**config.mk**
```make
export PLATFORM = sky130hd
export DESIGN_NAME = npm_pt_mem
export DESIGN_NICKNAME = d
export VERILOG_FILES = /design/src/design/npm_pkg.sv /design/src/design/npm_pt_mem.sv
export SDC_FILE = /design/constraint.sdc
export NUM_CORES = 2
export LEC_CHECK = 0
export BUFFER_PORTS_ARGS = -buffer_cell sky130_fd_sc_hd__buf_2
export CAP_MARGIN = 20
export CORE_ASPECT_RATIO = 1.4
export CORE_MARGIN = 4
export CORE_UTILIZATION = 50
export DETAILED_ROUTE_END_ITERATION = 12
export GPL_TIMING_DRIVEN = 1
export PLACE_DENSITY = 0.66
export SYNTH_ARGS = -nofsm -noshare
export SYNTH_HDL_FRONTEND = slang
export SYNTH_SLANG_ARGS = --single-unit
export TNS_END_PERCENT = 1
```
**constraint.sdc**
```tcl
create_clock -name clock -period 13.2 [get_ports clock]
set_input_delay 0.66 -clock clock [delete_from_list [all_inputs] [get_ports clock]]
set_output_delay 0.66 -clock clock [all_outputs]
set_load 0.01 [all_outputs]
```
**src/design/npm_pkg.sv**
```systemverilog
// ---------------------------------------------------------------------------
// npm_pkg
// Types, widths and codes shared by the nearest point matcher modules.
// ---------------------------------------------------------------------------
`default_nettype none

package npm_pkg;

   localparam int MAX_POINTS_DEF = 64;

   localparam int COORD_W  = 16;
   localparam int SLOT_W   = 6;
   localparam int OP_W     = 2;
   localparam int SQ_W     = 32;   // one squared axis difference
   localparam int DIST_W   = 34;   // sum of three squares
   localparam int LIMIT_W  = 32;   // match radius squared

   localparam int REQ_TDATA_W = 64;
   localparam int REQ_TUSER_W = 2;
   localparam int RSP_TDATA_W = 72;
   localparam int RSP_TUSER_W = 2;
   localparam int CSR_IDX_W   = 1;
   localparam int CSR_DATA_W  = 16;

   // response field positions
   localparam int RSP_SLOT_LSB  = 0;
   localparam int RSP_X_LSB     = 6;
   localparam int RSP_Y_LSB     = 22;
   localparam int RSP_Z_LSB     = 38;
   localparam int RSP_SCORE_LSB = 54;
   localparam int RSP_FULL_BIT  = 0;
   localparam int RSP_FOUND_BIT = 1;

   localparam logic [COORD_W-1:0] NOT_FOUND_SCORE   = 16'hF000;
   localparam logic [COORD_W-1:0] MAX_DIST_RESET    = 16'd410;
   localparam logic [COORD_W-1:0] SCORE_FLOOR_RESET = 16'd0;

   localparam logic [CSR_IDX_W-1:0] CSR_MAX_DIST    = 1'd0;
   localparam logic [CSR_IDX_W-1:0] CSR_SCORE_FLOOR = 1'd1;

   typedef enum logic [OP_W-1:0] {
      OP_CLEAR  = 2'd0,
      OP_APPEND = 2'd1,
      OP_QUERY  = 2'd2
   } op_type;

   typedef struct packed {
      logic [COORD_W-1:0] score;
      logic [COORD_W-1:0] z;
      logic [COORD_W-1:0] y;
      logic [COORD_W-1:0] x;
   } point_type;

   typedef struct packed {
      logic valid;
      logic last;
      logic qual;
   } cand_ctl_type;

   typedef struct packed {
      logic              table_full;
      logic              found;
      logic [SLOT_W-1:0] slot;
      point_type         pt;
   } result_type;

endpackage

`default_nettype wire

```
**src/design/npm_pt_mem.sv**
```systemverilog
// ---------------------------------------------------------------------------
// npm_pt_mem
// Point table: one write port, one read port, registered read data.
// ---------------------------------------------------------------------------
`default_nettype none

module npm_pt_mem #(
   parameter int DEPTH  = npm_pkg::MAX_POINTS_DEF,
   parameter int ADDR_W = 6
) (
   input  wire logic              clock,
   input  wire logic              wr_en,
   input  wire logic [ADDR_W-1:0] wr_addr,
   input  wire npm_pkg::point_type wr_data,
   input  wire logic              rd_en,
   input  wire logic [ADDR_W-1:0] rd_addr,
   output      npm_pkg::point_type rd_data
);
   import npm_pkg::*;

   point_type store_ff [DEPTH];
   point_type rd_data_ff;

   always_ff @(posedge clock) begin
      if (wr_en) begin
         store_ff[wr_addr] <= wr_data;
      end
   end

   always_ff @(posedge clock) begin
      if (rd_en) begin
         rd_data_ff <= store_ff[rd_addr];
      end
   end

   assign rd_data = rd_data_ff;

endmodule

`default_nettype wire

```
==> summary.txt <==
Run status
  • Status: complete, no violations

Synth
  • Post-Syn Instances: between 6k and 7k
  • Commonest cells post-synth: 4160 x edfxtp_1, 1024 x mux4_2, 170 x buf_2
  • Seq cells post-synth: 4160
  • Post-synthesis mux area share: between 10% and 20%
  • Post-synth ARST share: 0%
  • Syn nets: about 6.7k
  • Most common cell in the netlist: edfxtp_1
  • Mean Syn Cell Area: approximately 24 um^2
  • Synth cell types: 32
  • Synthesized cell area: 157000 um^2
  • Largest cells by area after synthesis: edfxtp_1 80%, mux4_2 15%, mux2i_1 0.86%, a22oi_1 0.80%, buf_2 0.54%
  • Share of the synthesized area in the top cell type: 79.57%
  • Yosys warning total: 0
  • Number of flops mapped to enable cells by yosys: 4160
  • Xor and xnor fraction of the mapped netlist area: 0%
  • Largest family of logic cells by synthesized area: multiplexers
  • Register area share after synthesis: 79.57%
  • Area share of and/or/nand/nor cells after synthesis: between 1 and 1.5%
  • Area leader, netlist: edfxtp_1
  • Adder-cell share of the synthesized area: 0%
  • Compound-Gate Fraction of Synth Area: 2.467%
  • Ys flop type: edfxtp_1

Global routing
  • First-pass GRT wire length: about 610000 um
  • Initial antenna violation count: 37
  • Tot GR Track Use: a little over a quarter
  • Vias in the first global route: roughly 77k
  • Largest net degree at the start of global routing: between 100 and 150
  • Grt total ovfl: 0

Timing
  • TNS Setup: 0 ps
  • Min Tclk post-route: about 4500 ps
  • Worst-Margin Slew: 1206 ps
  • Normalized max-slew margin: between 15 and 20%
  • Setup-failing EPs final: 0
  • Max Fclk: roughly 220 MHz
  • Max-slew violation total from the final report: 0
  • RSZ-0062 raised after global routing: false
  • Fin Clk Skew: ~47 ps
  • Hold Vio Cnt, Final: 0
  • Final worst path period share: between 30% and 40%

Clock network
  • Latest clock arrival within the worst-skew pair: 910 ps
  • CTS sink cnt: 4160
  • Post-CTS setup buffer count: 0
  • CTS max path bufs: 4
  • CTS Hold Bufs: 0
  • CTS tree: built
  • Clock root buffer: clkbuf_16
  • H-Tree Depth: 5
  • Reg clk slew, reported paths: ~60 ps
  • Post-cts sizing count: 0
  • TritonCTS Buffers: ~370

Setup path
  • CP Data Required Time: between 10000 and 15000 ps
  • R2r startpoint: store_ff[13][30]
  • Worst r2r path cells: 5
  • Nature of the critical path endpoint: register
  • Crit-path max FO: between 80 and 90
  • CP endpoint: rd_data[19]
  • CP arrival: roughly 5100 ps
  • Startpoint types: input pin
  • Crit path from: rd_addr[0]
  • Worst reg2reg setup slack: approximately 11000 ps
  • Worst Setup Path Type: in -> reg
  • Reg2reg end: rd_data[30]

Floorplan
  • Starting Density: around half
  • Die W: about 480 um
  • DIE AREA: around 320000 um^2
  • Boundary Pins: about 140
  • Die height: approximately 670 um
  • Total core area: around 310000 um^2
  • Row count: between 200 and 250

Final layout
  • FF/Latch Area: between 100000 and 150000 um^2
  • Finished Cell Area: 175500 um^2
  • Filler instances: 22.50k
  • Nets: roughly 7.1k
  • Ratio of cells with drive above 1 in the final layout: 27.81%
  • Multi-input logic area: approximately 31000 um^2
  • Area grow syn2layout: 11.81%

Drt
  • DR WL/cell: just under 40 um
  • DRT iter0 DRCs: 11.00k
  • Routed wl met3: slightly below 40000 um
  • DR DRC count: 0
  • Detailed Routing Iterations Pass 1: 6
  • M1 WL: about 160000 um
  • DR vias: approximately 76k
  • Routed WL: between 400000 and 500000 um
  • Routed wire length on met2: around 220000 um
  • DR top layer: met5
  • Vias/cell: approximately 6.7
  • Post-route ant nets: 0

Pwr
  • Total Power: around 27 mW
  • Clk pwr share: ~40%
  • Logic pwr share: roughly 4.6%
  • VDD IR max: around 0.00012 V
  • Sw power: 5.561 mW
  • Power Density: roughly 150 nW/um^2
  • Sw Ratio: between 20% and 30%
  • Pleak: 54.23 nW
  • Int Pwr: about 21 mW
  • Flop pwr share: roughly 55%

Worst hold path
  • Worst hold path type: in -> reg

Placement
  • PortBufs: ~140
  • Area after DPL: around 160000 um^2
  • Placer congestion estimate: 0.7764
  • Hpwl dp: around 230000 um

Job
  • Max-Cap Viols: 0
==> worst min-delay path by stage <==
stage / from / end / slack (ps) / cells past startpoint
after floorplan: wr_data[0] / store_ff[0][0] / 760 / 0
after global placement: store_ff[44][14] / rd_data[14] / 890 / 4
after detailed placement: store_ff[62][46] / rd_data[46] / 910 / 4
after CTS: wr_data[50] / store_ff[62][50] / 370 / 2
after global routing: wr_data[20] / store_ff[14][20] / 30 / 1
final: wr_data[20] / store_ff[14][20] / 50 / 1
==> cells by family after synthesis <==
kind of cell	after synthesis
AOI/OAI and AO/OA	504
buffers and inverters	389
DFF	4160
muxes	1159
and+or+nand+nor	386
==> area by class of cell <==
class	count	area share [%]
diodes	16	0.02281
clock buffers	445	5.556
clock inverters	221	1.093
inverters	19	0.04063
multi-input cells	2049	17.54
flip-flops and latches	4160	71.17
well taps	4165	2.969
repair buffers	369	1.612
==> registers in the layout, summed over array words and instances (netlist names) <==
register  cells
store_ff   4096
rd_data      64
==> placed cells by master (no fill, tap or decap), drive strengths merged, types with 18 or more instances in the layout <==
cell / instances
or2: 28
a41oi: 26
a22o: 88
o221ai: 38
nand3: 45
a211oi: 63
clkinvlp: 20
o22ai: 83
nor2: 112
nor2b: 28
clkinv: 160
clkbuf: 445
bufinv: 30
mux4: 1024
edfxtp: 4160
mux2i: 135
nand2: 58
a2bb2oi: 19
a31oi: 18
a22oi: 168
inv: 30
and3: 64
or3: 29
buf: 369
==> worst max-delay path, cell delays in order <==
cell and delay, ps:
buf_12 520, buf_4 720, buf_4 870, buf_4 700
mux4_2 580, mux2i_1 200, o22ai_1 150, a41oi_1 310
a211oi_1 110
==> per-stage QoR <==
step,setup slack (ps),std cells,util (%),hold WS [ps]
floorplan,7104,6598,-,758.9
global placement,7520,10744,52.24,889.0
detailed placement,7596,10750,52.28,908.6
CTS,8584,11416,56.02,371.3
global route,8228,11433,56.10,25.44
finish,8698,11444,56.11,51.68
==> power groups by stage <==
stage          combinational, mW  sequential (mW)  clock [mW]
6_report                    1.22             14.7        10.6
5_1_grt                     1.29             14.7        11.3
4_1_cts                     1.22             14.7        10.7
3_5_place_dp                1.22             15.0           0
3_3_place_gp                1.19             15.0           0
2_1_floorplan              0.682             15.0           0
==> metal layers <==
layer  vias to the layer above  GRT usage, %
met5                         -             0
met4                        16         11.74
met3                       941         4.200
met2                      4560         45.11
met1                     41694         35.81
li1                      29258             -
Power figures use the tool's default switching activity.
