`src/design/npm_pkg.sv`:
```
// ---------------------------------------------------------------------------
// npm_pkg
// Types, widths and codes shared by the nearest point matcher modules.
// ---------------------------------------------------------------------------
`default_nettype none

package npm_pkg;

   localparam int MAX_POINTS_DEF = 64;

   localparam int COORD_W  = 16;
   localparam int SLOT_W   = 6;
   localparam int OP_W     = 2;
   localparam int SQ_W     = 32;   // one squared axis difference
   localparam int DIST_W   = 34;   // sum of three squares
   localparam int LIMIT_W  = 32;   // match radius squared

   localparam int REQ_TDATA_W = 64;
   localparam int REQ_TUSER_W = 2;
   localparam int RSP_TDATA_W = 72;
   localparam int RSP_TUSER_W = 2;
   localparam int CSR_IDX_W   = 1;
   localparam int CSR_DATA_W  = 16;

   // response field positions
   localparam int RSP_SLOT_LSB  = 0;
   localparam int RSP_X_LSB     = 6;
   localparam int RSP_Y_LSB     = 22;
   localparam int RSP_Z_LSB     = 38;
   localparam int RSP_SCORE_LSB = 54;
   localparam int RSP_FULL_BIT  = 0;
   localparam int RSP_FOUND_BIT = 1;

   localparam logic [COORD_W-1:0] NOT_FOUND_SCORE   = 16'hF000;
   localparam logic [COORD_W-1:0] MAX_DIST_RESET    = 16'd410;
   localparam logic [COORD_W-1:0] SCORE_FLOOR_RESET = 16'd0;

   localparam logic [CSR_IDX_W-1:0] CSR_MAX_DIST    = 1'd0;
   localparam logic [CSR_IDX_W-1:0] CSR_SCORE_FLOOR = 1'd1;

   typedef enum logic [OP_W-1:0] {
      OP_CLEAR  = 2'd0,
      OP_APPEND = 2'd1,
      OP_QUERY  = 2'd2
   } op_type;

   typedef struct packed {
      logic [COORD_W-1:0] score;
      logic [COORD_W-1:0] z;
      logic [COORD_W-1:0] y;
      logic [COORD_W-1:0] x;
   } point_type;

   typedef struct packed {
      logic valid;
      logic last;
      logic qual;
   } cand_ctl_type;

   typedef struct packed {
      logic              table_full;
      logic              found;
      logic [SLOT_W-1:0] slot;
      point_type         pt;
   } result_type;

endpackage

`default_nettype wire

```
`src/design/npm_dist.sv`:
```
// ---------------------------------------------------------------------------
// npm_dist
// Three-stage squared distance pipeline: differences, squares, sum + limit.
// ---------------------------------------------------------------------------
`default_nettype none

module npm_dist #(
   parameter int IDX_W = 6
) (
   input  wire logic                         clock,
   input  wire logic                         reset,
   input  wire logic                         in_valid,
   input  wire logic                         in_last,
   input  wire logic [IDX_W-1:0]             in_idx,
   input  wire npm_pkg::point_type           in_pt,
   input  wire logic [npm_pkg::COORD_W-1:0]  ctr_x,
   input  wire logic [npm_pkg::COORD_W-1:0]  ctr_y,
   input  wire logic [npm_pkg::COORD_W-1:0]  ctr_z,
   input  wire logic [npm_pkg::COORD_W-1:0]  score_floor,
   input  wire logic [npm_pkg::LIMIT_W-1:0]  limit,
   output      npm_pkg::cand_ctl_type        out_ctl,
   output      logic [IDX_W-1:0]             out_idx,
   output      logic [npm_pkg::DIST_W-1:0]   out_dist,
   output      npm_pkg::point_type           out_pt
);
   import npm_pkg::*;

   localparam int SQF_W = 2*COORD_W + 2;

   // stage 1: axis differences, score gate
   logic                      s1_valid_ff, s1_last_ff, s1_ok_ff;
   logic [IDX_W-1:0]          s1_idx_ff;
   point_type                 s1_pt_ff;
   logic signed [COORD_W:0]   dx_ff, dy_ff, dz_ff;
   logic signed [COORD_W:0]   dx_in, dy_in, dz_in;
   logic                      ok_in;

   assign dx_in = $signed({in_pt.x[COORD_W-1], in_pt.x}) - $signed({ctr_x[COORD_W-1], ctr_x});
   assign dy_in = $signed({in_pt.y[COORD_W-1], in_pt.y}) - $signed({ctr_y[COORD_W-1], ctr_y});
   assign dz_in = $signed({in_pt.z[COORD_W-1], in_pt.z}) - $signed({ctr_z[COORD_W-1], ctr_z});
   assign ok_in = $signed(in_pt.score) >= $signed(score_floor);

   always_ff @(posedge clock) begin
      if (reset) begin
         s1_valid_ff <= 1'b0;
      end else begin
         s1_valid_ff <= in_valid;
      end
      s1_last_ff <= in_last;
      s1_ok_ff   <= ok_in;
      s1_idx_ff  <= in_idx;
      s1_pt_ff   <= in_pt;
      dx_ff      <= dx_in;
      dy_ff      <= dy_in;
      dz_ff      <= dz_in;
   end

   // stage 2: squares; |d| <= 65535 so each square fits 32 bits
   logic                      s2_valid_ff, s2_last_ff, s2_ok_ff;
   logic [IDX_W-1:0]          s2_idx_ff;
   point_type                 s2_pt_ff;
   logic [SQ_W-1:0]           sqx_ff, sqy_ff, sqz_ff;
   logic signed [SQF_W-1:0]   sqx_full, sqy_full, sqz_full;

   assign sqx_full = SQF_W'(dx_ff) * SQF_W'(dx_ff);
   assign sqy_full = SQF_W'(dy_ff) * SQF_W'(dy_ff);
   assign sqz_full = SQF_W'(dz_ff) * SQF_W'(dz_ff);

   always_ff @(posedge clock) begin
      if (reset) begin
         s2_valid_ff <= 1'b0;
      end else begin
         s2_valid_ff <= s1_valid_ff;
      end
      s2_last_ff <= s1_last_ff;
      s2_ok_ff   <= s1_ok_ff;
      s2_idx_ff  <= s1_idx_ff;
      s2_pt_ff   <= s1_pt_ff;
      sqx_ff     <= sqx_full[SQ_W-1:0];
      sqy_ff     <= sqy_full[SQ_W-1:0];
      sqz_ff     <= sqz_full[SQ_W-1:0];
   end

   // stage 3: sum and radius test
   cand_ctl_type              s3_ctl_ff;
   logic [IDX_W-1:0]          s3_idx_ff;
   point_type                 s3_pt_ff;
   logic [DIST_W-1:0]         s3_dist_ff;
   logic [DIST_W-1:0]         sum_in;

   assign sum_in = DIST_W'(sqx_ff) + DIST_W'(sqy_ff) + DIST_W'(sqz_ff);

   always_ff @(posedge clock) begin
      if (reset) begin
         s3_ctl_ff.valid <= 1'b0;
      end else begin
         s3_ctl_ff.valid <= s2_valid_ff;
      end
      s3_ctl_ff.last <= s2_last_ff;
      s3_ctl_ff.qual <= s2_ok_ff && (sum_in < DIST_W'(limit));
      s3_idx_ff      <= s2_idx_ff;
      s3_pt_ff       <= s2_pt_ff;
      s3_dist_ff     <= sum_in;
   end

   assign out_ctl  = s3_ctl_ff;
   assign out_idx  = s3_idx_ff;
   assign out_dist = s3_dist_ff;
   assign out_pt   = s3_pt_ff;

endmodule

`default_nettype wire

```
`config.mk`:
```
export PLATFORM = sky130hd
export DESIGN_NAME = npm_dist
export DESIGN_NICKNAME = d
export VERILOG_FILES = /design/src/design/npm_pkg.sv /design/src/design/npm_dist.sv
export SDC_FILE = /design/constraint.sdc
export NUM_CORES = 2
export LEC_CHECK = 0
export BUFFER_PORTS_ARGS = -buffer_cell sky130_fd_sc_hd__buf_2
export CORE_MARGIN = 10
export CORE_UTILIZATION = 30
export CTS_BUF_LIST = sky130_fd_sc_hd__clkbuf_8
export DETAILED_ROUTE_END_ITERATION = 8
export PLACE_DENSITY = 0.45
export RECOVER_POWER = 100
export SLEW_MARGIN = 20
export SYNTH_ARGS = -nofsm -noshare
export SYNTH_HDL_FRONTEND = slang
export SYNTH_SLANG_ARGS = --single-unit
```
`constraint.sdc`:
```
create_clock -name clock -period 12.84 [get_ports clock]
set_clock_uncertainty 0.15 [all_clocks]
set_input_delay 0.642 -clock clock [delete_from_list [all_inputs] [get_ports clock]]
set_output_delay 0.642 -clock clock [all_outputs]
set_load 0.05 [all_outputs]
```
==> out/qor.yml <==
sta:
  fmax_mhz: 130
  tns_ns: 0
  slew_viol_final: 0
  setup_viol: 0
  rsz0062_at_grt: "false"
  tightest_slew_ns: 1.37
  slew_headroom: 0.0651
  layout_min_cycle_time_ns: 7.70
  timing.hold.ws_ns: 0.124
  finalCritPeriodShare: 0.600
  hold_viol_final: 0
floorplan:
  rows: 136
  start_util: 0.303
  ioPinCount: 277
  die_x_um: 393
  die_area_um2: 155000
  coreArea_um2: 138000
  die_h_um: 393
grt:
  busiest_layer: "met2"
  grt_pass1_vias: 30625
  grt_first_pass_wirelength_um: 165000
  use_met3: 0.0281
  met2_usage: 0.223
  antenna_found_initial: 4
  grt-ovfl-total: 0
  grt_start_max_net_pins: 34
  gr-usage-all-layers: 0.133
  grt_util_met1: 0.174
synthesis:
  synth_compound_area_frac: 0.0671
  synth-seq-cells: 397
  syn-instance-count: 4210
  synthArstFlopShare: 0
  syn_avg_cell_area_um2: 9.94
  synth_top_family_by_area: "adder cells"
  yosys_warnings: 0
  synth-adder-area-share: 0.497
  yosys_most_used_dff: "dfxtp_1"
  synth-seq-area-share: 0.190
  synth.distinct_cells: 70
  synthSimpleGateAreaFrac: 0.0962
  synth_area_um2: 41800
  synth-xor-area-share: 0.0398
  synth_edf_count: 0
  synth_mux_area_frac: 0.00153
detailed_routing:
  wire_per_inst_um: 15.5
  ant_nets: 0
  drc: 0
  drtIter0Drc: 993
  dr.pass1.iters: 5
  viasPerCell: 4.26
  routed_wirelength_um: 101000
  dr_total_vias: 27761
setup_path:
  ff2ff_setup_slack_ns: 5.14
  critPathKind: "reg -> reg"
  worstRegToRegCells: 20
  cp_max_fo: 17
  r2r_end: "sqy_ff[30]"
  endpoint_kind: "flip-flop"
  worst_ep_arrival_time_ns: 8.24
  start_kind: "flip-flop"
  worstReg2RegStart: "dy_ff[3]"
  required_ns: 13.38
clocking:
  clock_sinks: 397
  clk_pin_slew_ns: 0.06
  root_buffer: "clkbuf_8"
  insertion_delay_ns: 0.78
  cts_tree: "built"
  hold_buffers: 78
  htree_num_levels: 3
  cts_setup_buffers: 0
  post_cts_resized: 0
  cts_buffer_depth: 3
  numCtsBuffers: 77
layout:
  nets: 5935
  fin_cells: 6512
  area.sequential_um2: 7950
  n_fill_cell: 14288
  layout-drive-gt1-share: 0.0598
  area_delta_synth_final_pct: 13.8
  multi_input_area_um2: 29300
placed_design:
  gp_congestion: 0.825
  port_buffers: 276
  dp_cells: 6290
  dp_hpwl_um: 84200
min_path:
  hold_depth: 0
  whs_endpoint: "s2_pt_ff[5]"
  hold_start: "s1_pt_ff[5]"
  hp-class: "reg -> reg"
run_status:
  run_status: "finished, final reports clean"
job:
  max_cap_violations: 0
cells by family after synthesis:
| logic type | Yosys count |
|---|---|
| AOI/OAI and AO/OA | 408 |
| xor gates and xnor gates | 190 |
| adders and majority gates | 1181 |
| buffers and inverters | 1205 |
| DFF | 397 |
| muxes | 6 |
| other | 2 |
| and+or+nand+nor | 821 |
stage by stage:
step	cell area, um^2	setup WS, ns	utilization
6_report	47600	5.14	0.345
5_1_grt	47600	4.97	0.345
4_1_cts	47900	5.74	0.347
3_5_place_dp	45400	5.77	0.329
3_3_place_gp	45400	5.85	0.329
2_1_floorplan	41800	6.34	-
how the worst max path moves through the flow:
stage / from / endpoint / slack, ns / cells after the start
after CTS: dx_ff[2] / sqx_ff[31] / 5.74 / 19
after global routing: dy_ff[7] / sqy_ff[30] / 4.97 / 21
after floorplan: dx_ff[16] / sqx_ff[31] / 6.34 / 22
final: dy_ff[3] / sqy_ff[30] / 5.14 / 20
after global placement: dx_ff[2] / sqx_ff[31] / 5.85 / 19
after detailed placement: dx_ff[2] / sqx_ff[31] / 5.77 / 19
synthesized netlist by cell type, drive strengths merged (10+ instances only):
cell     count  area share
inv       1134        0.10
fa         802        0.38
dfxtp      397        0.19
ha         379        0.11
nand2      289       0.026
and2       179       0.027
xnor2      146       0.031
nor2       127       0.011
a21oi      109       0.013
clkbuf      70      0.0063
a21o        62       0.011
nor2b       58      0.0087
o21ai       57      0.0068
xor2        44      0.0092
nor3        40      0.0048
nand3       35      0.0042
o21a        33      0.0059
nand2b      28      0.0042
and3        18      0.0027
o211ai      16      0.0029
a31oi       14      0.0021
or3         14      0.0021
o31ai       13      0.0026
o21bai      12      0.0022
a2111oi     11      0.0037
a21boi      11      0.0020
a31o        11      0.0023
a211oi      10      0.0018
routing by layer:
metal  routed length, um  vias to the layer above
met5                  13                        -
met1               46000                    13773
met2               48100                      461
li1                    -                    13422
met3                5080                      103
met4                1800                        2
cells in the final DEF, fill, tap and decap left out, drive strengths merged, types with 19 or more instances in the layout:
cell type / count
o21a: 33
clkinv: 19
a21oi: 109
buf: 117
xnor2: 146
clkbuf: 268
a21o: 62
xor2: 44
inv: 1149
ha: 379
nor2: 127
nand2: 289
nand3: 35
nand2b: 28
nor3: 40
fa: 802
nor2b: 58
dfxtp: 397
dlygate4sd3: 78
o21ai: 57
and2: 179
area by class of cell:
cell class                 count  area share
tap                         1863      0.0490
antenna                        3    0.000158
timing repair buffer         365      0.0426
multi-input combinational   2609       0.616
inverter                    1134      0.0894
clock inverter                43     0.00775
clock buffer                  98      0.0283
sequential                   397       0.167
state kept, by name, indices dropped and copies added (netlist names):
signal and cells:
out_idx 6, s1_last_ff 1, out_ctl 3, sqy_ff 31
s2_valid_ff 1, sqz_ff 31, s1_pt_ff 64, s2_ok_ff 1
s1_valid_ff 1, s1_idx_ff 6, out_pt 64, dz_ff 17
dy_ff 17, s2_pt_ff 64, out_dist 34, s1_ok_ff 1
s2_last_ff 1, s2_idx_ff 6, sqx_ff 31, dx_ff 17
critical path, stage by stage (launching register included):
cell	delay [ns]
dfxtp_1	0.84
inv_1	0.28
nor2_1	0.26
ha_1	0.29
xor2_1	0.19
fa_1	0.50
fa_1	0.52
inv_1	0.06
fa_1	0.49
fa_1	0.49
inv_1	0.05
fa_1	0.48
inv_1	0.04
ha_1	0.32
and3_2	0.22
and3_1	0.18
a22o_1	0.26
a2111oi_0	1.19
nor4_1	0.20
or4_1	0.56
nand3_1	0.07
Power is left out: the tool's default activity adds up to more than one toggle a clock period on the data nets, which glitch-free logic cannot reach.
